[src/sv/ata_task_file_builder_assert.svh]
// Assertion macros shared by the task-file builder modules.
`ifndef ATA_TASK_FILE_BUILDER_ASSERT_SVH
`define ATA_TASK_FILE_BUILDER_ASSERT_SVH

// Check that a condition implies a consequence in the same cycle.
`define ATA_TFB_ASSERT_IMPLIES(label, clk, rst, ante, cons) \
   label: assert property (@(posedge clk) disable iff (rst) (ante) |-> (cons)) \
      else $error("ata_task_file_builder: same-cycle check failed");

// Check that a condition implies a consequence in the next cycle.
`define ATA_TFB_ASSERT_NEXT(label, clk, rst, ante, cons) \
   label: assert property (@(posedge clk) disable iff (rst) (ante) |=> (cons)) \
      else $error("ata_task_file_builder: next-cycle check failed");

`endif

[src/sv/ata_tfb_pkg.sv]
// Types, codes and constants of the ATA task-file builder.
package ata_tfb_pkg;

   localparam int ADDR_W    = 48;
   localparam int COUNT_W   = 16;
   localparam int CSR_IDX_W = 3;
   localparam int CSR_DATA_W = 48;

   localparam int QUEUE_DEPTH_DEFAULT = 4;

   // Divider geometry: 48-bit dividend, divisor up to 255 * 31.
   localparam int DIV_DIVIDEND_W    = ADDR_W;
   localparam int DIV_DIVISOR_W     = 13;
   localparam int DIV_BITS_PER_STEP = 8;
   localparam int DIV_STEPS_W       = 3;
   localparam logic [DIV_STEPS_W-1:0] DIV_STEPS_CYL =
      DIV_STEPS_W'(DIV_DIVIDEND_W / DIV_BITS_PER_STEP);
   localparam logic [DIV_STEPS_W-1:0] DIV_STEPS_SEC = DIV_STEPS_W'(2);

   // Addressing modes.
   localparam logic [1:0] MODE_CHS   = 2'd0;
   localparam logic [1:0] MODE_LBA28 = 2'd1;
   localparam logic [1:0] MODE_LBA48 = 2'd2;

   // Configuration register indexes.
   localparam logic [CSR_IDX_W-1:0] CSR_ADDRESSING_MODE   = 3'd0;
   localparam logic [CSR_IDX_W-1:0] CSR_DMA_ENABLE        = 3'd1;
   localparam logic [CSR_IDX_W-1:0] CSR_DRIVE_SELECT_BIT  = 3'd2;
   localparam logic [CSR_IDX_W-1:0] CSR_TOTAL_SECTORS     = 3'd3;
   localparam logic [CSR_IDX_W-1:0] CSR_SECTORS_PER_TRACK = 3'd4;
   localparam logic [CSR_IDX_W-1:0] CSR_HEAD_COUNT        = 3'd5;

   // Reset values of the configuration registers.
   localparam logic [7:0] SPT_RESET   = 8'd63;
   localparam logic [4:0] HEADS_RESET = 5'd16;

   // Task-file register indexes.
   localparam logic [2:0] TF_CONTROL = 3'd0;
   localparam logic [2:0] TF_DEVICE  = 3'd1;
   localparam logic [2:0] TF_COUNT   = 3'd2;
   localparam logic [2:0] TF_LBA0    = 3'd3;
   localparam logic [2:0] TF_LBA1    = 3'd4;
   localparam logic [2:0] TF_LBA2    = 3'd5;
   localparam logic [2:0] TF_COMMAND = 3'd6;

   // Register byte values.
   localparam logic [7:0] CTRL_PIO = 8'h02;
   localparam logic [7:0] CTRL_DMA = 8'h00;
   localparam logic [7:0] DEV_BASE = 8'hA0;
   localparam logic [7:0] DEV_LBA  = 8'h40;

   // ATA command codes.
   localparam logic [7:0] CMD_PIO_READ      = 8'h20;
   localparam logic [7:0] CMD_PIO_WRITE     = 8'h30;
   localparam logic [7:0] CMD_PIO_EXT_READ  = 8'h24;
   localparam logic [7:0] CMD_PIO_EXT_WRITE = 8'h34;
   localparam logic [7:0] CMD_DMA_READ      = 8'hC8;
   localparam logic [7:0] CMD_DMA_WRITE     = 8'hCA;
   localparam logic [7:0] CMD_DMA_EXT_READ  = 8'h25;
   localparam logic [7:0] CMD_DMA_EXT_WRITE = 8'h35;

   typedef struct packed {
      logic [1:0]        addressing_mode;
      logic              dma_enable;
      logic              drive_select_bit;
      logic [ADDR_W-1:0] total_sectors;
      logic [7:0]        sectors_per_track;
      logic [4:0]        head_count;
   } cfg_type;

   typedef struct packed {
      logic               is_write;
      logic [ADDR_W-1:0]  block_address;
      logic [COUNT_W-1:0] sector_count;
   } req_payload_type;

   typedef struct packed {
      logic [2:0] reg_index;
      logic [7:0] reg_value;
      logic       status;
      logic       last;
   } rsp_payload_type;

   // One classified request, ready to be sequenced.
   typedef struct packed {
      logic               error;
      logic               lba48;
      logic [7:0]         control;
      logic [7:0]         device;
      logic [COUNT_W-1:0] count;
      logic [ADDR_W-1:0]  addr_bytes;
      logic [7:0]         command;
   } desc_type;

   typedef struct packed {
      logic                      start;
      logic [DIV_DIVIDEND_W-1:0] dividend;
      logic [DIV_DIVISOR_W-1:0]  divisor;
      logic [DIV_STEPS_W-1:0]    steps;
   } div_req_type;

   typedef struct packed {
      logic                      done;
      logic [DIV_DIVIDEND_W-1:0] quotient;
      logic [DIV_DIVISOR_W-1:0]  remainder;
   } div_rsp_type;

   typedef enum logic [2:0] {
      FR_IDLE,
      FR_CYL_START,
      FR_CYL_WAIT,
      FR_SEC_START,
      FR_SEC_WAIT,
      FR_PUSH
   } fr_state_type;

endpackage

[src/sv/ata_tfb_stream_if.sv]
// Valid/ready stream channel carrying one payload per beat.
interface ata_tfb_stream_if #(
   parameter type payload_type = logic
);
   logic        valid;
   logic        ready;
   payload_type payload;

   modport source (output valid, output payload, input ready);
   modport sink   (input valid, input payload, output ready);
endinterface

[src/sv/ata_tfb_queue.sv]
// Short descriptor queue between the front and back halves.
module ata_tfb_queue #(
   parameter int DEPTH = ata_tfb_pkg::QUEUE_DEPTH_DEFAULT
) (
   input  logic                 clock,
   input  logic                 reset,
   input  logic                 push,
   input  ata_tfb_pkg::desc_type push_data,
   output logic                 full,
   input  logic                 pop,
   output logic                 not_empty,
   output ata_tfb_pkg::desc_type head_data
);
   localparam int PTR_W = (DEPTH > 1) ? $clog2(DEPTH) : 1;
   localparam int CNT_W = $clog2(DEPTH + 1);
   localparam logic [PTR_W-1:0] PTR_LAST = PTR_W'(DEPTH - 1);
   localparam logic [CNT_W-1:0] CNT_FULL = CNT_W'(DEPTH);

   ata_tfb_pkg::desc_type slot_ff [DEPTH];
   logic [PTR_W-1:0] wr_ptr_ff, wr_ptr_in;
   logic [PTR_W-1:0] rd_ptr_ff, rd_ptr_in;
   logic [CNT_W-1:0] count_ff, count_in;
   logic             push_ok;
   logic             pop_ok;

   assign full      = (count_ff == CNT_FULL);
   assign not_empty = (count_ff != '0);
   assign head_data = slot_ff[rd_ptr_ff];
   assign push_ok   = push && !full;
   assign pop_ok    = pop && not_empty;

   // Advance pointers with wrap and track the fill level.
   always_comb begin
      wr_ptr_in = wr_ptr_ff;
      rd_ptr_in = rd_ptr_ff;
      count_in  = count_ff;
      if (push_ok) begin
         wr_ptr_in = (wr_ptr_ff == PTR_LAST) ? '0 : wr_ptr_ff + PTR_W'(1);
      end
      if (pop_ok) begin
         rd_ptr_in = (rd_ptr_ff == PTR_LAST) ? '0 : rd_ptr_ff + PTR_W'(1);
      end
      case ({push_ok, pop_ok})
         2'b10:   count_in = count_ff + CNT_W'(1);
         2'b01:   count_in = count_ff - CNT_W'(1);
         default: count_in = count_ff;
      endcase
   end

   always_ff @(posedge clock) begin
      if (reset) begin
         wr_ptr_ff <= '0;
         rd_ptr_ff <= '0;
         count_ff  <= '0;
      end else begin
         wr_ptr_ff <= wr_ptr_in;
         rd_ptr_ff <= rd_ptr_in;
         count_ff  <= count_in;
      end
   end

   // Store the pushed descriptor.
   always_ff @(posedge clock) begin
      if (push_ok) begin
         slot_ff[wr_ptr_ff] <= push_data;
      end
   end

endmodule

[src/sv/ata_tfb_div.sv]
// Iterative restoring divider, eight quotient bits per cycle.
module ata_tfb_div (
   input  logic                     clock,
   input  logic                     reset,
   input  ata_tfb_pkg::div_req_type div_req,
   output ata_tfb_pkg::div_rsp_type div_rsp
);
   localparam int NW = ata_tfb_pkg::DIV_DIVIDEND_W;
   localparam int DW = ata_tfb_pkg::DIV_DIVISOR_W;
   localparam int SW = ata_tfb_pkg::DIV_STEPS_W;
   localparam int BPS = ata_tfb_pkg::DIV_BITS_PER_STEP;

   logic          busy_ff, busy_in;
   logic          done_ff, done_in;
   logic [SW-1:0] steps_ff, steps_in;
   logic [NW-1:0] work_ff, work_in;
   logic [DW-1:0] rem_ff, rem_in;
   logic [DW-1:0] divisor_ff, divisor_in;
   logic [NW-1:0] work_v;
   logic [DW-1:0] rem_v;
   logic [DW:0]   trial_v;

   // One step: shift in eight dividend bits, compare and subtract each.
   always_comb begin
      work_v = work_ff;
      rem_v  = rem_ff;
      trial_v = '0;
      for (int j = 0; j < BPS; j++) begin
         trial_v = {rem_v, work_v[NW-1]};
         work_v  = {work_v[NW-2:0], 1'b0};
         if (trial_v >= {1'b0, divisor_ff}) begin
            trial_v   = trial_v - {1'b0, divisor_ff};
            work_v[0] = 1'b1;
         end
         rem_v = trial_v[DW-1:0];
      end
   end

   // Load on start, iterate while busy, flag the final step.
   always_comb begin
      busy_in    = busy_ff;
      steps_in   = steps_ff;
      work_in    = work_ff;
      rem_in     = rem_ff;
      divisor_in = divisor_ff;
      done_in    = 1'b0;
      if (div_req.start) begin
         busy_in    = 1'b1;
         steps_in   = div_req.steps;
         work_in    = div_req.dividend;
         rem_in     = '0;
         divisor_in = div_req.divisor;
      end else if (busy_ff) begin
         work_in  = work_v;
         rem_in   = rem_v;
         steps_in = steps_ff - SW'(1);
         if (steps_ff == SW'(1)) begin
            busy_in = 1'b0;
            done_in = 1'b1;
         end
      end
   end

   always_ff @(posedge clock) begin
      if (reset) begin
         busy_ff  <= 1'b0;
         done_ff  <= 1'b0;
         steps_ff <= '0;
      end else begin
         busy_ff  <= busy_in;
         done_ff  <= done_in;
         steps_ff <= steps_in;
      end
   end

   always_ff @(posedge clock) begin
      work_ff    <= work_in;
      rem_ff     <= rem_in;
      divisor_ff <= divisor_in;
   end

   assign div_rsp.done      = done_ff;
   assign div_rsp.quotient  = work_ff;
   assign div_rsp.remainder = rem_ff;

endmodule

[src/sv/ata_tfb_front.sv]
// Front half: accept requests, range-check, convert CHS, build descriptors.
`include "ata_task_file_builder_assert.svh"

module ata_tfb_front (
   input  logic                     clock,
   input  logic                     reset,
   input  ata_tfb_pkg::cfg_type     cfg,
   ata_tfb_stream_if.sink           req,
   output logic                     push,
   output ata_tfb_pkg::desc_type    push_data,
   input  logic                     q_full,
   output ata_tfb_pkg::div_req_type div_req,
   input  ata_tfb_pkg::div_rsp_type div_rsp
);
   localparam int AW = ata_tfb_pkg::ADDR_W;
   localparam int CW = ata_tfb_pkg::COUNT_W;
   localparam int DW = ata_tfb_pkg::DIV_DIVISOR_W;

   ata_tfb_pkg::fr_state_type state_ff, state_in;

   logic          wr_ff, wr_in;
   logic [AW-1:0] lba_ff, lba_in;
   logic [CW-1:0] cnt_ff, cnt_in;
   logic [DW-1:0] prod_ff, prod_in;
   logic [DW-1:0] trk_rem_ff, trk_rem_in;
   logic [15:0]   cyl_ff, cyl_in;
   logic [3:0]    head_ff, head_in;
   logic [7:0]    sector_ff, sector_in;

   logic          accept;
   logic          is_chs;
   logic          is_l48;
   logic          addr_err;
   logic [7:0]    spt_eff;
   logic [4:0]    hds_eff;
   logic [3:0]    head_direct;
   logic          ready_c;

   // Assemble a descriptor from the fields of one request.
   function automatic ata_tfb_pkg::desc_type make_desc(
      input logic                   err,
      input logic                   wr,
      input logic [CW-1:0]          cnt,
      input logic [AW-1:0]          addr_bytes,
      input logic [3:0]             head,
      input ata_tfb_pkg::cfg_type   c
   );
      ata_tfb_pkg::desc_type d;
      logic chs;
      logic l48;
      chs = (c.addressing_mode == ata_tfb_pkg::MODE_CHS);
      l48 = c.addressing_mode[1];
      d.error      = err;
      d.lba48      = l48;
      d.control    = c.dma_enable ? ata_tfb_pkg::CTRL_DMA : ata_tfb_pkg::CTRL_PIO;
      d.device     = ata_tfb_pkg::DEV_BASE | {3'b000, c.drive_select_bit, 4'b0000}
                     | {4'b0000, head} | (chs ? 8'h00 : ata_tfb_pkg::DEV_LBA);
      d.count      = cnt;
      d.addr_bytes = addr_bytes;
      if (l48) begin
         if (c.dma_enable) begin
            d.command = wr ? ata_tfb_pkg::CMD_DMA_EXT_WRITE : ata_tfb_pkg::CMD_DMA_EXT_READ;
         end else begin
            d.command = wr ? ata_tfb_pkg::CMD_PIO_EXT_WRITE : ata_tfb_pkg::CMD_PIO_EXT_READ;
         end
      end else begin
         if (c.dma_enable) begin
            d.command = wr ? ata_tfb_pkg::CMD_DMA_WRITE : ata_tfb_pkg::CMD_DMA_READ;
         end else begin
            d.command = wr ? ata_tfb_pkg::CMD_PIO_WRITE : ata_tfb_pkg::CMD_PIO_READ;
         end
      end
      return d;
   endfunction

   // Classify the incoming request.
   assign is_chs      = (cfg.addressing_mode == ata_tfb_pkg::MODE_CHS);
   assign is_l48      = cfg.addressing_mode[1];
   assign addr_err    = (req.payload.block_address >= cfg.total_sectors);
   assign spt_eff     = (cfg.sectors_per_track == '0) ? 8'd1 : cfg.sectors_per_track;
   assign hds_eff     = (cfg.head_count == '0) ? 5'd1 : cfg.head_count;
   assign head_direct = is_l48 ? 4'h0 : req.payload.block_address[27:24];
   assign accept      = req.valid && ready_c;
   assign req.ready   = ready_c;

   always_ff @(posedge clock) begin
      if (reset) begin
         state_ff <= ata_tfb_pkg::FR_IDLE;
      end else begin
         state_ff <= state_in;
      end
   end

   // Next state, queue push and divider requests.
   always_comb begin
      state_in   = state_ff;
      ready_c    = 1'b0;
      push       = 1'b0;
      push_data  = make_desc(addr_err, req.payload.is_write, req.payload.sector_count,
                             req.payload.block_address, head_direct, cfg);
      div_req    = '0;
      wr_in      = wr_ff;
      lba_in     = lba_ff;
      cnt_in     = cnt_ff;
      prod_in    = prod_ff;
      trk_rem_in = trk_rem_ff;
      cyl_in     = cyl_ff;
      head_in    = head_ff;
      sector_in  = sector_ff;
      unique case (state_ff)
         ata_tfb_pkg::FR_IDLE: begin
            ready_c = !q_full;
            wr_in   = req.payload.is_write;
            lba_in  = req.payload.block_address;
            cnt_in  = req.payload.sector_count;
            prod_in = {5'b00000, spt_eff} * {8'h00, hds_eff};
            if (accept) begin
               if (addr_err || !is_chs) begin
                  push = 1'b1;
               end else begin
                  state_in = ata_tfb_pkg::FR_CYL_START;
               end
            end
         end
         ata_tfb_pkg::FR_CYL_START: begin
            div_req.start    = 1'b1;
            div_req.dividend = lba_ff;
            div_req.divisor  = prod_ff;
            div_req.steps    = ata_tfb_pkg::DIV_STEPS_CYL;
            state_in         = ata_tfb_pkg::FR_CYL_WAIT;
         end
         ata_tfb_pkg::FR_CYL_WAIT: begin
            if (div_rsp.done) begin
               cyl_in     = div_rsp.quotient[15:0];
               trk_rem_in = div_rsp.remainder;
               state_in   = ata_tfb_pkg::FR_SEC_START;
            end
         end
         ata_tfb_pkg::FR_SEC_START: begin
            div_req.start    = 1'b1;
            div_req.dividend = {3'b000, trk_rem_ff, 32'h0000_0000};
            div_req.divisor  = {5'b00000, spt_eff};
            div_req.steps    = ata_tfb_pkg::DIV_STEPS_SEC;
            state_in         = ata_tfb_pkg::FR_SEC_WAIT;
         end
         ata_tfb_pkg::FR_SEC_WAIT: begin
            if (div_rsp.done) begin
               head_in   = div_rsp.quotient[3:0];
               sector_in = div_rsp.remainder[7:0] + 8'd1;
               state_in  = ata_tfb_pkg::FR_PUSH;
            end
         end
         ata_tfb_pkg::FR_PUSH: begin
            push_data = make_desc(1'b0, wr_ff, cnt_ff,
                                  {24'h000000, cyl_ff, sector_ff}, head_ff, cfg);
            if (!q_full) begin
               push     = 1'b1;
               state_in = ata_tfb_pkg::FR_IDLE;
            end
         end
         default: state_in = ata_tfb_pkg::FR_IDLE;
      endcase
   end

   // Hold request fields and conversion results.
   always_ff @(posedge clock) begin
      wr_ff      <= wr_in;
      lba_ff     <= lba_in;
      cnt_ff     <= cnt_in;
      prod_ff    <= prod_in;
      trk_rem_ff <= trk_rem_in;
      cyl_ff     <= cyl_in;
      head_ff    <= head_in;
      sector_ff  <= sector_in;
   end

   `ATA_TFB_ASSERT_IMPLIES(a_div_done_waited, clock, reset, div_rsp.done,
      state_ff == ata_tfb_pkg::FR_CYL_WAIT || state_ff == ata_tfb_pkg::FR_SEC_WAIT)
   `ATA_TFB_ASSERT_IMPLIES(a_head_fits, clock, reset,
      div_rsp.done && state_ff == ata_tfb_pkg::FR_SEC_WAIT,
      div_rsp.quotient[AW-1:5] == '0)

endmodule

[src/sv/ata_tfb_back.sv]
// Back half: sequence task-file register writes from queued descriptors.
`include "ata_task_file_builder_assert.svh"

module ata_tfb_back (
   input  logic                  clock,
   input  logic                  reset,
   input  logic                  q_valid,
   input  ata_tfb_pkg::desc_type cur,
   output logic                  pop,
   ata_tfb_stream_if.source      rsp
);
   // Positions in the write sequence.
   localparam logic [3:0] SEQ_CONTROL  = 4'd0;
   localparam logic [3:0] SEQ_DEVICE   = 4'd1;
   localparam logic [3:0] SEQ_COUNT_HI = 4'd2;
   localparam logic [3:0] SEQ_LBA3     = 4'd3;
   localparam logic [3:0] SEQ_LBA4     = 4'd4;
   localparam logic [3:0] SEQ_LBA5     = 4'd5;
   localparam logic [3:0] SEQ_COUNT_LO = 4'd6;
   localparam logic [3:0] SEQ_LBA0     = 4'd7;
   localparam logic [3:0] SEQ_LBA1     = 4'd8;
   localparam logic [3:0] SEQ_LBA2     = 4'd9;

   logic [3:0]                   pos_ff, pos_in;
   logic                         rsp_valid_ff, rsp_valid_in;
   ata_tfb_pkg::rsp_payload_type rsp_ff, rsp_in;
   ata_tfb_pkg::rsp_payload_type beat;
   logic                         load;

   assign load = q_valid && (!rsp_valid_ff || rsp.ready);
   assign pop  = load && beat.last;

   // Pick the register write at the current position.
   always_comb begin
      beat.status = 1'b0;
      beat.last   = 1'b0;
      case (pos_ff)
         SEQ_CONTROL:  begin beat.reg_index = ata_tfb_pkg::TF_CONTROL; beat.reg_value = cur.control; end
         SEQ_DEVICE:   begin beat.reg_index = ata_tfb_pkg::TF_DEVICE;  beat.reg_value = cur.device;  end
         SEQ_COUNT_HI: begin beat.reg_index = ata_tfb_pkg::TF_COUNT;   beat.reg_value = cur.count[15:8]; end
         SEQ_LBA3:     begin beat.reg_index = ata_tfb_pkg::TF_LBA0; beat.reg_value = cur.addr_bytes[31:24]; end
         SEQ_LBA4:     begin beat.reg_index = ata_tfb_pkg::TF_LBA1; beat.reg_value = cur.addr_bytes[39:32]; end
         SEQ_LBA5:     begin beat.reg_index = ata_tfb_pkg::TF_LBA2; beat.reg_value = cur.addr_bytes[47:40]; end
         SEQ_COUNT_LO: begin beat.reg_index = ata_tfb_pkg::TF_COUNT;   beat.reg_value = cur.count[7:0]; end
         SEQ_LBA0:     begin beat.reg_index = ata_tfb_pkg::TF_LBA0; beat.reg_value = cur.addr_bytes[7:0];   end
         SEQ_LBA1:     begin beat.reg_index = ata_tfb_pkg::TF_LBA1; beat.reg_value = cur.addr_bytes[15:8];  end
         SEQ_LBA2:     begin beat.reg_index = ata_tfb_pkg::TF_LBA2; beat.reg_value = cur.addr_bytes[23:16]; end
         default: begin
            beat.reg_index = ata_tfb_pkg::TF_COMMAND;
            beat.reg_value = cur.command;
            beat.last      = 1'b1;
         end
      endcase
      // Out-of-range address: one error beat, nothing written.
      if (cur.error) begin
         beat.reg_index = ata_tfb_pkg::TF_CONTROL;
         beat.reg_value = 8'h00;
         beat.status    = 1'b1;
         beat.last      = 1'b1;
      end
   end

   // Advance the position, skipping the high-order writes outside LBA48.
   always_comb begin
      pos_in       = pos_ff;
      rsp_in       = rsp_ff;
      rsp_valid_in = rsp_valid_ff && !rsp.ready;
      if (load) begin
         rsp_in       = beat;
         rsp_valid_in = 1'b1;
         if (beat.last) begin
            pos_in = SEQ_CONTROL;
         end else if (pos_ff == SEQ_DEVICE && !cur.lba48) begin
            pos_in = SEQ_COUNT_LO;
         end else begin
            pos_in = pos_ff + 4'd1;
         end
      end
   end

   always_ff @(posedge clock) begin
      if (reset) begin
         pos_ff       <= SEQ_CONTROL;
         rsp_valid_ff <= 1'b0;
      end else begin
         pos_ff       <= pos_in;
         rsp_valid_ff <= rsp_valid_in;
      end
   end

   always_ff @(posedge clock) begin
      rsp_ff <= rsp_in;
   end

   assign rsp.valid   = rsp_valid_ff;
   assign rsp.payload = rsp_ff;

   `ATA_TFB_ASSERT_IMPLIES(a_error_is_last, clock, reset, rsp_valid_ff && rsp_ff.status,
      rsp_ff.last && rsp_ff.reg_index == ata_tfb_pkg::TF_CONTROL)
   `ATA_TFB_ASSERT_IMPLIES(a_item_held, clock, reset, pos_ff != SEQ_CONTROL, q_valid)
   `ATA_TFB_ASSERT_NEXT(a_mid_item, clock, reset, load && !beat.last, pos_ff != SEQ_CONTROL)

endmodule

[src/sv/ata_task_file_builder.sv]
// Top level of the ATA task-file builder: configuration registers and wiring.
// Each request on req_chan becomes the ATA task-file register writes that start
// it: seven beats on rsp_chan (control, device, count, LBA0-2, command), eleven
// in LBA48 mode, or a single error beat (status 1) when the address is at or
// beyond total_sectors; the final beat carries last. The back half sends one
// beat per cycle while rsp_chan is ready and a descriptor is queued. In LBA28
// and LBA48 modes the front half takes a request per cycle while its queue has
// room; in CHS mode it takes none until the current one is pushed, and one
// divider (8 quotient bits per cycle) does the cylinder division, then the head
// and sector division, before the push. Configuration is written through
// csr_write_enable, csr_index and csr_write_data; the user must do so only while
// the block is idle, which the block itself does not enforce. Indexes above 5
// are ignored. QUEUE_DEPTH sets the descriptor queue between the halves.
module ata_task_file_builder #(
   parameter int QUEUE_DEPTH = ata_tfb_pkg::QUEUE_DEPTH_DEFAULT
) (
   input  logic                               clock,
   input  logic                               reset,
   ata_tfb_stream_if.sink                     req_chan,
   ata_tfb_stream_if.source                   rsp_chan,
   input  logic                               csr_write_enable,
   input  logic [ata_tfb_pkg::CSR_IDX_W-1:0]  csr_index,
   input  logic [ata_tfb_pkg::CSR_DATA_W-1:0] csr_write_data
);
   ata_tfb_pkg::cfg_type     cfg_ff, cfg_in;
   ata_tfb_pkg::desc_type    push_data;
   ata_tfb_pkg::desc_type    head_data;
   ata_tfb_pkg::div_req_type div_req;
   ata_tfb_pkg::div_rsp_type div_rsp;
   logic                     push;
   logic                     pop;
   logic                     q_full;
   logic                     q_valid;

   // Decode configuration writes; drop unknown indexes.
   always_comb begin
      cfg_in = cfg_ff;
      if (csr_write_enable) begin
         unique case (csr_index)
            ata_tfb_pkg::CSR_ADDRESSING_MODE:   cfg_in.addressing_mode   = csr_write_data[1:0];
            ata_tfb_pkg::CSR_DMA_ENABLE:        cfg_in.dma_enable        = csr_write_data[0];
            ata_tfb_pkg::CSR_DRIVE_SELECT_BIT:  cfg_in.drive_select_bit  = csr_write_data[0];
            ata_tfb_pkg::CSR_TOTAL_SECTORS:     cfg_in.total_sectors     = csr_write_data[47:0];
            ata_tfb_pkg::CSR_SECTORS_PER_TRACK: cfg_in.sectors_per_track = csr_write_data[7:0];
            ata_tfb_pkg::CSR_HEAD_COUNT:        cfg_in.head_count        = csr_write_data[4:0];
            default:                            cfg_in = cfg_ff;
         endcase
      end
   end

   always_ff @(posedge clock) begin
      if (reset) begin
         cfg_ff.addressing_mode   <= ata_tfb_pkg::MODE_LBA28;
         cfg_ff.dma_enable        <= 1'b0;
         cfg_ff.drive_select_bit  <= 1'b0;
         cfg_ff.total_sectors     <= '0;
         cfg_ff.sectors_per_track <= ata_tfb_pkg::SPT_RESET;
         cfg_ff.head_count        <= ata_tfb_pkg::HEADS_RESET;
      end else begin
         cfg_ff <= cfg_in;
      end
   end

   ata_tfb_front u_front (
      .clock     (clock),
      .reset     (reset),
      .cfg       (cfg_ff),
      .req       (req_chan),
      .push      (push),
      .push_data (push_data),
      .q_full    (q_full),
      .div_req   (div_req),
      .div_rsp   (div_rsp)
   );

   ata_tfb_div u_div (
      .clock   (clock),
      .reset   (reset),
      .div_req (div_req),
      .div_rsp (div_rsp)
   );

   ata_tfb_queue #(
      .DEPTH (QUEUE_DEPTH)
   ) u_queue (
      .clock     (clock),
      .reset     (reset),
      .push      (push),
      .push_data (push_data),
      .full      (q_full),
      .pop       (pop),
      .not_empty (q_valid),
      .head_data (head_data)
   );

   ata_tfb_back u_back (
      .clock   (clock),
      .reset   (reset),
      .q_valid (q_valid),
      .cur     (head_data),
      .pop     (pop),
      .rsp     (rsp_chan)
   );

endmodule

[src/flat_wrapper.sv]
// flat-port wrapper written by rule: the top's interface ports become plain ports
module ata_task_file_builder_flat 
#(
   parameter int QUEUE_DEPTH = ata_tfb_pkg::QUEUE_DEPTH_DEFAULT
)
  (clock, reset, csr_write_enable, csr_index, csr_write_data, req_chan_valid, req_chan_payload, req_chan_ready, rsp_chan_valid, rsp_chan_payload, rsp_chan_ready);
  ata_tfb_stream_if #(.payload_type(ata_tfb_pkg::req_payload_type)) req_chan_i ();
  ata_tfb_stream_if #(.payload_type(ata_tfb_pkg::rsp_payload_type)) rsp_chan_i ();
  input  logic clock;
  input  logic reset;
  input  logic csr_write_enable;
  input  logic [ata_tfb_pkg::CSR_IDX_W-1:0] csr_index;
  input  logic [ata_tfb_pkg::CSR_DATA_W-1:0] csr_write_data;
  input wire logic [$bits(req_chan_i.valid)-1:0] req_chan_valid;
  input wire logic [$bits(req_chan_i.payload)-1:0] req_chan_payload;
  output wire logic [$bits(req_chan_i.ready)-1:0] req_chan_ready;
  output wire logic [$bits(rsp_chan_i.valid)-1:0] rsp_chan_valid;
  output wire logic [$bits(rsp_chan_i.payload)-1:0] rsp_chan_payload;
  input wire logic [$bits(rsp_chan_i.ready)-1:0] rsp_chan_ready;
  assign req_chan_i.valid = req_chan_valid;
  assign req_chan_i.payload = req_chan_payload;
  assign req_chan_ready = req_chan_i.ready;
  assign rsp_chan_valid = rsp_chan_i.valid;
  assign rsp_chan_payload = rsp_chan_i.payload;
  assign rsp_chan_i.ready = rsp_chan_ready;
  ata_task_file_builder #(.QUEUE_DEPTH(QUEUE_DEPTH)) u_core (.clock(clock), .reset(reset), .req_chan(req_chan_i), .rsp_chan(rsp_chan_i), .csr_write_enable(csr_write_enable), .csr_index(csr_index), .csr_write_data(csr_write_data));
endmodule
[config.mk]
export PLATFORM = sky130hd
export DESIGN_NAME = ata_task_file_builder_flat
export DESIGN_NICKNAME = d
export VERILOG_FILES = /design/src/sv/ata_tfb_pkg.sv /design/src/sv/ata_tfb_stream_if.sv /design/src/sv/ata_tfb_queue.sv /design/src/sv/ata_tfb_div.sv /design/src/sv/ata_tfb_front.sv /design/src/sv/ata_tfb_back.sv /design/src/sv/ata_task_file_builder.sv /design/src/flat_wrapper.sv
export VERILOG_INCLUDE_DIRS = /design/src /design/src/sv
export SDC_FILE = /design/constraint.sdc
export NUM_CORES = 1
export LEC_CHECK = 0
export BUFFER_PORTS_ARGS = -buffer_cell sky130_fd_sc_hd__buf_2
export CAP_MARGIN = 20
export CORE_UTILIZATION = 65
export CTS_CLUSTER_SIZE = 30
export DETAILED_ROUTE_END_ITERATION = 10
export PLACE_DENSITY = 0.85
export SLEW_MARGIN = 20
export SYNTH_ARGS = -nofsm -noshare
export SYNTH_HDL_FRONTEND = slang
export SYNTH_SLANG_ARGS = --single-unit
[constraint.sdc]
create_clock -name clock -period 32.3 [get_ports clock]
set_input_delay 4.845 -clock clock [delete_from_list [all_inputs] [get_ports clock]]
set_output_delay 4.845 -clock clock [all_outputs]
set_load 0.01 [all_outputs]
* After elaboration in Yosys (flattened, before gate mapping)
Memories as Yosys holds them, arrays and structs flattened. A register that Yosys moved wholly into a read port is not among the register bits. Cells that the tools add are included.
Cells by class: bitwise gates (word level) 5, $mul 1, equality and inequality tests 30, add/sub/neg operators 15, reductions and logical operators 34, muxes and demuxes 69, $lt $le $gt $ge 9
Operators by type and width (count):
- one-hot mux 65 bit (2 select lines) | 1
- >= comparator 14 x 13 -> 1 bit | 8
- one-hot mux 11 bit (10 select lines) | 1
- 2-to-1 mux 13 bit | 8
- subtractor 13 bit | 8
- 2-to-1 mux 48 bit | 2
- 2-to-1 mux 90 bit | 1
- >= comparator 48 bit | 1
- 2-to-1 mux 5 bit | 9
- 2-to-1 mux 8 bit | 5
- 2-to-1 mux 3 bit | 7
- 2-to-1 mux 1 bit | 20
- one-hot mux 3 bit (6 select lines) | 1
- equality test 4 x 3 -> 1 bit (second input constant) | 4
- 2-to-1 mux 2 bit | 8
- OR 8 x 4 -> 8 bit | 2
- AND reduction 2 bit | 8
- equality test 3 bit (second input constant) | 5
- multiplier 8 x 5 -> 13 bit | 1
- equality test 3 x 2 -> 1 bit (second input constant) | 4
- 2-to-1 mux 4 bit | 3
- inequality test 2 bit (second input constant) | 5
- OR reduction 10 bit | 1
- equality test 3 x 1 -> 1 bit (second input constant) | 3
- 28 further kinds | 47
Word-level totals: word-level logic and storage cells 194, memories 1, flip-flop bits (word level) 291, bits of input ports 121, output and inout bits 15, RAM bits 360
Memory list:
- u_core.u_queue.slot_ff | depth 4, bits a word 90, rd ports 1, clocked after Yosys merged registers in 1, wr ports 1, line ata_tfb_queue.sv:19 | ata_tfb_pkg::desc_type slot_ff [DEPTH];

* Longest topological paths before layout
Gate-level depths: netlist (run 1).
depth after elaboration 18, depth in mapped cells 100, mapped depth without buffers 92

* Cells and area by module
A second synthesis (run 1) with hierarchy kept.
Second synthesis, totals: cells, all modules 2683, area, all modules 34788.4 µm²
By module, submodules not included:
- ata_tfb_queue | times used 1, area an instance 13451.7 µm², sequential area each 10990.5 µm², cells each 524
- ata_tfb_div | times used 1, area an instance 9200.1 µm², sequential area each 2192.1 µm², cells each 1031
- ata_tfb_front | times used 1, area an instance 7738.7 µm², sequential area each 3633.5 µm², cells each 679
- ata_task_file_builder | times used 1, area an instance 2839.0 µm², sequential area each 1301.2 µm², cells each 276
- ata_tfb_back | times used 1, area an instance 1559.0 µm², sequential area each 490.5 µm², cells each 173

* Worst setup path before layout (run 1)
OpenSTA, ideal clock, no wires.
kind register to register, start register u_core.u_div.divisor_ff[1], end register u_core.u_div.rem_ff[10], stages on the path, launching flop included 92, library setup time 122 ps, setup slack 12774 ps, period minus slack after synthesis 19526 ps, required time 32178 ps, arrival 19405 ps, cell sequence edfxtp_1 -> inv_1 -> ha_1 -> nand3_1 -> nor3_1 -> o2111ai_2 -> nand2_2 -> clkbuf_1 -> mux2_2 -> ha_1 -> a211oi_1 -> o21ai_0 -> o221ai_1 -> a31oi_1 -> a311oi_1 -> nand2_1 -> buf_2 -> clkbuf_1 -> (+56 left out) -> buf_2 -> o221ai_1 -> ha_1 -> nor2b_1 -> o21ai_0 -> a21boi_0 -> o21ai_0 -> a21boi_0 -> o21ai_0 -> a21boi_0 -> o21ai_0 -> a21boi_0 -> o31ai_1 -> o2111ai_1 -> mux2i_4 -> buf_6 -> mux2i_1 -> a21oi_1
On the way: cells in the longest elaborated chain, start to end 16
Ends and longest elaborated chain:
- start: declaration | line ata_tfb_div.sv:18 | logic [DW-1:0] divisor_ff, divisor_in;
- start signal: assignment | line ata_tfb_div.sv:79 | divisor_ff <= divisor_in;
- subtractor 13 bit / >= comparator 14 x 13 -> 1 bit (equally long branches) | line ata_tfb_div.sv:32, ata_tfb_div.sv:31
- 2-to-1 mux 13 bit | line ata_tfb_div.sv:31 | if (trial_v >= {1'b0, divisor_ff}) begin
- subtractor 13 bit / >= comparator 14 x 13 -> 1 bit (equally long branches) | line ata_tfb_div.sv:32, ata_tfb_div.sv:31
- 2-to-1 mux 13 bit | line ata_tfb_div.sv:31
- subtractor 13 bit / >= comparator 14 x 13 -> 1 bit (equally long branches) | line ata_tfb_div.sv:32, ata_tfb_div.sv:31
- 2-to-1 mux 13 bit | line ata_tfb_div.sv:31
- subtractor 13 bit / >= comparator 14 x 13 -> 1 bit (equally long branches) | line ata_tfb_div.sv:32, ata_tfb_div.sv:31
- 2-to-1 mux 13 bit | line ata_tfb_div.sv:31
- subtractor 13 bit / >= comparator 14 x 13 -> 1 bit (equally long branches) | line ata_tfb_div.sv:32, ata_tfb_div.sv:31
- 2-to-1 mux 13 bit | line ata_tfb_div.sv:31
- subtractor 13 bit / >= comparator 14 x 13 -> 1 bit (equally long branches) | line ata_tfb_div.sv:32, ata_tfb_div.sv:31
- 2-to-1 mux 13 bit | line ata_tfb_div.sv:31
- subtractor 13 bit / >= comparator 14 x 13 -> 1 bit (equally long branches) | line ata_tfb_div.sv:32, ata_tfb_div.sv:31
- 2-to-1 mux 13 bit | line ata_tfb_div.sv:31
- subtractor 13 bit / >= comparator 14 x 13 -> 1 bit (equally long branches) | line ata_tfb_div.sv:32, ata_tfb_div.sv:31
- 2-to-1 mux 13 bit * | line ata_tfb_div.sv:31
- end signal: assignment | line ata_tfb_div.sv:78 | rem_ff <= rem_in;
- end: declaration | line ata_tfb_div.sv:17 | logic [DW-1:0] rem_ff, rem_in;
Every way passes the cells marked *; elsewhere a longest branch is shown, timed or not. A chain may end at the register's enable or synchronous reset.

* Final worst setup path (run 1)
start register u_core.u_div.divisor_ff[1], end register u_core.u_div.rem_ff[1]
On the way: cells in the longest elaborated chain, start to end 16
Ends and longest elaborated chain (line):
- subtractor 13 bit / >= comparator 14 x 13 -> 1 bit (equally long branches) | ata_tfb_div.sv:32, ata_tfb_div.sv:31
- 2-to-1 mux 13 bit | ata_tfb_div.sv:31
- subtractor 13 bit / >= comparator 14 x 13 -> 1 bit (equally long branches) | ata_tfb_div.sv:32, ata_tfb_div.sv:31
- 2-to-1 mux 13 bit | ata_tfb_div.sv:31
- subtractor 13 bit / >= comparator 14 x 13 -> 1 bit (equally long branches) | ata_tfb_div.sv:32, ata_tfb_div.sv:31
- 2-to-1 mux 13 bit | ata_tfb_div.sv:31
- subtractor 13 bit / >= comparator 14 x 13 -> 1 bit (equally long branches) | ata_tfb_div.sv:32, ata_tfb_div.sv:31
- 2-to-1 mux 13 bit | ata_tfb_div.sv:31
- subtractor 13 bit / >= comparator 14 x 13 -> 1 bit (equally long branches) | ata_tfb_div.sv:32, ata_tfb_div.sv:31
- 2-to-1 mux 13 bit | ata_tfb_div.sv:31
- subtractor 13 bit / >= comparator 14 x 13 -> 1 bit (equally long branches) | ata_tfb_div.sv:32, ata_tfb_div.sv:31
- 2-to-1 mux 13 bit | ata_tfb_div.sv:31
- >= comparator 14 x 13 -> 1 bit / subtractor 13 bit (equally long branches) | ata_tfb_div.sv:31, ata_tfb_div.sv:32
- 2-to-1 mux 13 bit | ata_tfb_div.sv:31
- subtractor 13 bit / >= comparator 14 x 13 -> 1 bit (equally long branches) | ata_tfb_div.sv:32, ata_tfb_div.sv:31
- 2-to-1 mux 13 bit * | ata_tfb_div.sv:31
Marked as above.

==> results_dict.tcl, run 1 <==
set metrics [dict create \
    placed_instance_count 3430 \
    timing_worst_slew_pin_value_ns 1.10 \
    clk_root_buffer_cell "clkbuf_16" \
    first_pass_iters 6 \
    numPortBuffers 135 \
    maxCapViolCount 0 \
    synth_area_um2 31900 \
    worstSetupEndpointType "flop" \
    final-hold-violation-count 0 \
    ys_top_cells_by_area "edfxtp_1 (47%), ha_1 (7.3%), dfxtp_1 (6.3%)" \
    areaGrowthSynthToFinish_pct 9.88 \
    grt_antenna_before_repair 3 \
    cts_num_sinks 605 \
    vias 23275 \
    htree_levels 2 \
    critical_path_arrival_ns 24.33 \
    timing.setup.tns_ns 0 \
    crit_fanout 29 \
    cp.required_ns 32.85 \
    multi_input_gate_area_um2 13800 \
    holdBufCountCts 0 \
    yosys.cell_count.top_type "edfxtp_1" \
    remaining_global_route_overflow 0 \
    boundaryPins 136 \
    hold_path.class "reg2reg" \
    final-setup-viol-count 0 \
    yosys_register_bits 605 \
    synthTopCellsByCount "edfxtp_1 (505), nand2_1 (416), ha_1 (186)" \
    die_area_um2 50000 \
    synthArstFlopShare_pct 0 \
    crit_path_top_delay_cell "edfxtp_1" \
    finalClockSkew_ns 0.0222 \
    top_cell_by_count_worst_path "o21ai_0" \
    run_status "completed" \
    antenna_left 0 \
    maximum_number_of_pins_on_one_net_before_global_route_repair 91 \
    routabilityCongestion 0.944 \
    chipHeight_um 224 \
    global_route_wire_length_before_repair_um 133000 \
    fraction_of_synthesized_cell_area_taken_by_the_top_area_cell_type_pct 47.5 \
    clock_tree_buffer_depth 3 \
    route.detailed.wl_per_inst_um 25.2 \
    grt_util_all_layers_pct 35.7 \
    dp.final_hpwl_um 60900 \
    final_worst_path_period_share_pct 73.6 \
    initial_utilization_pct 66.3 \
    synth.lib_cells_used.distinct 87 \
    synthFlopType "edfxtp_1" \
    finalNetCount 3167 \
    route.detailed.vias_per_inst 6.58 \
    finalWirelength_um 89200 \
    seq_area_um2 17200 \
    row_count 80 \
    layout-drive-gt1-share_pct 14.2 \
    post-synth-top-area-cell "edfxtp_1" \
    vias_in_the_first_global_route 22628 \
    post_synth.cell_area_avg_um2 11.7 \
    synth.yosys.seq_area_share_pct 53.7 \
    worst_path_largest_cell_delay_ns 0.79 \
    tritoncts "yes" \
    critPathKind "reg2reg" \
    core-area_um2 48100 \
    drt_drc_violations_left 0 \
    syn-instance-count 2727 \
    fmax_mhz 42.0 \
    yosysWarnings 0 \
    drt_iter0_markers 2816 \
    clk_pin_slew_ns 0.06 \
    synth_enable_flop_cells 505 \
    slew_headroom_pct 26.3 \
    tritoncts.num_buffers 57 \
    post_cts_resize_count 0 \
    worst_setup_path_start_kind "flop" \
    post_cts_buffers 0 \
    stdcell_count 3539 \
    fill_cells 3099 \
    timing.final.crit_period_ns 23.78 \
    fp.dieW_um 224 \
    final-max-slew-violation-count 0 \
    grt_setup_unrepaired "no" \
    worst_skew_pair.late_latency_ns 0.63 \
    synth_fp_nets 3061 \
]
[flip-flops by register name (all words and copies together) (netlist names), 13 cells and up, named ones only]
signal / flops
u_core.u_front.lba_ff: 48
u_core.cfg_ff: 65
u_core.u_div.work_ff: 48
u_core.u_front.trk_rem_ff: 13
u_core.u_front.prod_ff: 13
u_core.u_queue.slot_ff: 312
u_core.u_back.rsp.payload: 13
u_core.u_div.rem_ff: 13
u_core.u_front.cyl_ff: 16
u_core.u_front.cnt_ff: 16
u_core.u_div.divisor_ff: 13
[cell families (layout without fill, tap and decap cells)]
family	count (synthesis)	in the layout	share of synthesized area, %
other cells	0	1	0
simple gates	834	834	12.0
compound gates	533	533	10.7
xor+xnor	86	86	2.36
fa+ha+maj	213	213	8.98
flops	605	605	53.7
mux	181	181	8.97
buf+inv	275	430	3.33
[per-layer routing]
| layer | GRT usage (%) | wire length [um] | vias up |
|---|---|---|---|
| met5 | 0 | 0 | - |
| met4 | 16.9 | 4530 | 0 |
| met3 | 5.82 | 8980 | 278 |
| met2 | 58.2 | 42500 | 1450 |
| met1 | 47.3 | 33200 | 11329 |
| li1 | - | - | 10218 |
[layout by cell type, fill, tap and decap left out, types with 11 or more instances in the layout]
cell,instances
mux2_2,35
mux2i_1,64
edfxtp_1,505
fa_1,27
xor2_1,27
a21o_1,35
nand4_1,24
nand2_1,414
ha_1,186
and2_1,40
nor2_1,132
nand3_1,28
o21a_1,19
a211o_1,14
clkbuf_16,58
a22oi_1,14
a21boi_0,15
buf_2,135
and3_1,22
o21ai_0,137
clkinv_2,15
a21oi_1,174
nor2b_1,43
a211oi_1,13
nor3_1,39
inv_1,157
or3_1,13
o21bai_1,11
nand2b_1,24
buf_4,29
xnor2_1,59
mux4_2,78
dfxtp_1,98
[worst max-delay path: cells and delay by family, from the launching register on]
family / cells / cell delay [ns]
simple gates: 16 / 4.19
fa+ha+maj: 8 / 2.99
buf+inv: 3 / 0.69
flops: 1 / 0.79
mux: 8 / 3.19
compound gates: 48 / 11.84
[path summary, 6_finish.rpt]
check                                                          start                                   to  slack (ns)  cells after the start
worst max register to register  u_core.u_div.divisor_ff[1]$_DFFE_PN_  u_core.u_div.rem_ff[1]$_SDFFE_PN0P_        8.52                     83
worst min-delay path              u_core.u_div.work_ff[12]$_DFFE_PP_  u_core.u_front.cyl_ff[12]$_DFFE_PP_        0.45                      0
worst min register to register    u_core.u_div.work_ff[12]$_DFFE_PP_  u_core.u_front.cyl_ff[12]$_DFFE_PP_        0.45                      0
worst max-delay path            u_core.u_div.divisor_ff[1]$_DFFE_PN_  u_core.u_div.rem_ff[1]$_SDFFE_PN0P_        8.52                     83
[area by class of cell]
cell class              count  share of cell area (%)
diodes                      1                 0.00713
clock buffers              73                    4.46
clock inverters            35                   0.827
inverters                 158                    1.69
multi-input cells        1847                    39.2
flip-flops and latches    605                    48.9
well taps                 656                    2.34
repair buffers            164                    2.55
[stage by stage]
step / hold WS [ns] / area, um^2 / worst slack, ns / util [%]
finish: 0.451 / 35100 / 8.52 / 72.9
detailed placement: 0.434 / 33200 / 9.03 / 69.0
global placement: 0.431 / 33200 / 9.51 / 69.0
global route: 0.451 / 35100 / 6.92 / 72.9
CTS: 0.448 / 35100 / 8.90 / 72.9
floorplan: 0.426 / 31900 / 12.77 / -
Power of run 1 is left out: the tool's default activity adds up to more than one toggle a clock period on the data nets, which glitch-free logic cannot reach.
==> run 2, diff against run 1 <==
--- a/config.mk
+++ b/config.mk
@@ -8,10 +8,10 @@
 export LEC_CHECK = 0
 export BUFFER_PORTS_ARGS = -buffer_cell sky130_fd_sc_hd__buf_2
 export CAP_MARGIN = 20
-export CORE_UTILIZATION = 65
+export CORE_UTILIZATION = 62
 export CTS_CLUSTER_SIZE = 30
 export DETAILED_ROUTE_END_ITERATION = 10
-export PLACE_DENSITY = 0.85
+export PLACE_DENSITY = 0.82
 export SLEW_MARGIN = 20
 export SYNTH_ARGS = -nofsm -noshare
 export SYNTH_HDL_FRONTEND = slang
==> constraint.sdc (replaced) <==
create_clock -name clock -period 23.8 [get_ports clock]
set_input_delay 3.57 -clock clock [delete_from_list [all_inputs] [get_ports clock]]
set_output_delay 3.57 -clock clock [all_outputs]
set_load 0.01 [all_outputs]
==> results_dict.tcl, run 2 (same netlist as run 1, synthesis figures left out) <==
set metrics [dict create \
    leading_cell_type_in_the_layout_fill_and_taps_excluded "edfxtp_1" \
    count_of_inserted_antenna_diode_cells 0 \
    layout_top_registers "u_core.u_queue.slot_ff (312), u_core.cfg_ff (65)" \
    final-setup-viol-count 0 \
    maxCapViolCount 0 \
    largest_register_ffs 312 \
    fmax_mhz 45.2 \
    fill_cells 3396 \
    dp.final_hpwl_um 61600 \
    crit-reg2reg-launch "u_core.u_div.divisor_ff[0]$_DFFE_PN_" \
    drt_iter0_markers 2599 \
    chipHeight_um 229 \
    worst_skew_pair.late_latency_ns 0.62 \
    maximum_number_of_pins_on_one_net_before_global_route_repair 87 \
    holdPathStages 0 \
    worstSetupEndpointType "flop" \
    clk_pin_slew_ns 0.07 \
    final-hold-violation-count 0 \
    worst_setup_path_start_kind "flop" \
    groute.layer.met3.usage_pct 5.69 \
    die_area_um2 52400 \
    crit_path_top_delay_cell "edfxtp_1" \
    cp_num_buf_inv 3 \
    drt_drc_violations_left 0 \
    worst_path_largest_cell_delay_ns 0.55 \
    timing.critical_path.max_delay_family "compound AO/OA/AOI/OAI gates" \
    postLayoutCoreUtil_pct 69.9 \
    routabilityCongestion 0.977 \
    clk_root_buffer_cell "clkbuf_16" \
    hp-start "u_core.u_div.work_ff[7]$_DFFE_PP_" \
    clock_tree_buffer_depth 3 \
    timing.setup.tns_ns 0 \
    critPathKind "reg2reg" \
    crit_fanout 17 \
    register_to_register_setup_slack_ns 1.70 \
    route.detailed.vias_per_inst 6.54 \
    boundaryPins 136 \
    reg2regPathDepth 85 \
    antenna_left 0 \
    final_worst_path_period_share_pct 92.9 \
    numPortBuffers 135 \
    finalWirelength_um 89300 \
    hold_path_end "u_core.u_front.cyl_ff[7]$_DFFE_PP_" \
    cts_num_sinks 605 \
    run_status "completed" \
    crit_cells 85 \
    top_usage_layer "met2" \
    hold_path.class "reg2reg" \
    timing.final.crit_period_ns 22.10 \
    cp.required_ns 24.28 \
    slew_headroom_pct 28.7 \
    global_route_wire_length_before_repair_um 134000 \
    critical_path_arrival_ns 22.58 \
    tritoncts.num_buffers 58 \
    vias 23342 \
    finalClockSkew_ns 0.0227 \
    first_pass_iters 6 \
    met1_usage_pct 45.4 \
    remaining_global_route_overflow 0 \
    grt_antenna_before_repair 4 \
    initial_utilization_pct 63.3 \
    row_count 82 \
    layout.cells.most_common_list "edfxtp_1 (505), nand2_1 (413), ha_1 (186)" \
    finalNetCount 3182 \
    regToRegEndpoint "u_core.u_div.rem_ff[11]$_SDFFE_PN0P_" \
    htree_levels 2 \
    route.detailed.wl_per_inst_um 25.0 \
    core-area_um2 50500 \
    layout-drive-gt1-share_pct 14.7 \
    fp.dieW_um 229 \
    grt_setup_unrepaired "no" \
    final-max-slew-violation-count 0 \
    areaGrowthSynthToFinish_pct 10.5 \
    global_route.usage.met2_pct 55.5 \
    top_cell_by_count_worst_path "o21ai_0" \
    vias_in_the_first_global_route 22651 \
    grt_util_all_layers_pct 34.1 \
    tritoncts "yes" \
    top_register "u_core.u_queue.slot_ff" \
    timing_worst_slew_pin_value_ns 1.05 \
]
## run 2: changes by cell type in the layout (fill, tap and decap cells not counted), sizes merged
cell	previous run	this run
buf	164	178
bufinv	3	2
clkbuf	73	81
clkinvlp	2	1
diode	1	0
inv	164	160
## run 2: per-stage QoR
| step | std cells | hold slack, ns | area (um^2) | worst slack [ns] |
|---|---|---|---|---|
| after global routing | 3570 | 0.457 | 35300 | 0.0610 |
| after floorplan | 2727 | 0.426 | 31900 | 4.27 |
| after detailed placement | 3454 | 0.436 | 33300 | 1.12 |
| final | 3570 | 0.450 | 35300 | 1.70 |
| after global placement | 3454 | 0.431 | 33300 | 1.70 |
| after CTS | 3564 | 0.451 | 35200 | 0.995 |
## run 2: how the worst max path moves through the flow
stage | startpoint | endpoint | slack [ns]
finish | u_core.u_div.divisor_ff[0]$_DFFE_PN_ | u_core.u_div.rem_ff[11]$_SDFFE_PN0P_ | 1.70
global route | u_core.u_div.divisor_ff[0]$_DFFE_PN_ | u_core.u_div.rem_ff[9]$_SDFFE_PN0P_ | 0.06
CTS | u_core.u_div.divisor_ff[0]$_DFFE_PN_ | u_core.u_div.rem_ff[1]$_SDFFE_PN0P_ | 1.0
detailed placement | u_core.u_div.divisor_ff[0]$_DFFE_PN_ | u_core.u_div.rem_ff[1]$_SDFFE_PN0P_ | 1.12
global placement | u_core.u_div.divisor_ff[0]$_DFFE_PN_ | u_core.u_div.rem_ff[1]$_SDFFE_PN0P_ | 1.70
floorplan | u_core.u_div.divisor_ff[1]$_DFFE_PN_ | u_core.u_div.rem_ff[10]$_SDFFE_PN0P_ | 4.27
## run 2: cell type report
| cell class | instances | area, um^2 | share of cell area, % |
|---|---|---|---|
| inverter | 158 | 593 | 1.68 |
| timing repair buffer | 178 | 998 | 2.83 |
| sequential | 605 | 17200 | 48.7 |
| clock inverter | 29 | 244 | 0.691 |
| multi-input combinational | 1847 | 13800 | 39.1 |
| tap | 672 | 841 | 2.38 |
| clock buffer | 81 | 1650 | 4.67 |
## run 2: timing repair
item / in CTS / in global routing
gates resized for setup: 0 / 9
hold buffers: 0 / 0
buffers inserted: 0 / 6
setup endpoints to repair: 0 / 14
## run 2: routing by layer
| layer | up-vias | part of all wire [%] |
|---|---|---|
| met4 | 6 | 4.6 |
| met1 | 11347 | 38 |
| met5 | - | 0.066 |
| li1 | 10290 | - |
| met3 | 256 | 9.9 |
| met2 | 1443 | 47 |
Power of run 2 is left out for the same reason.
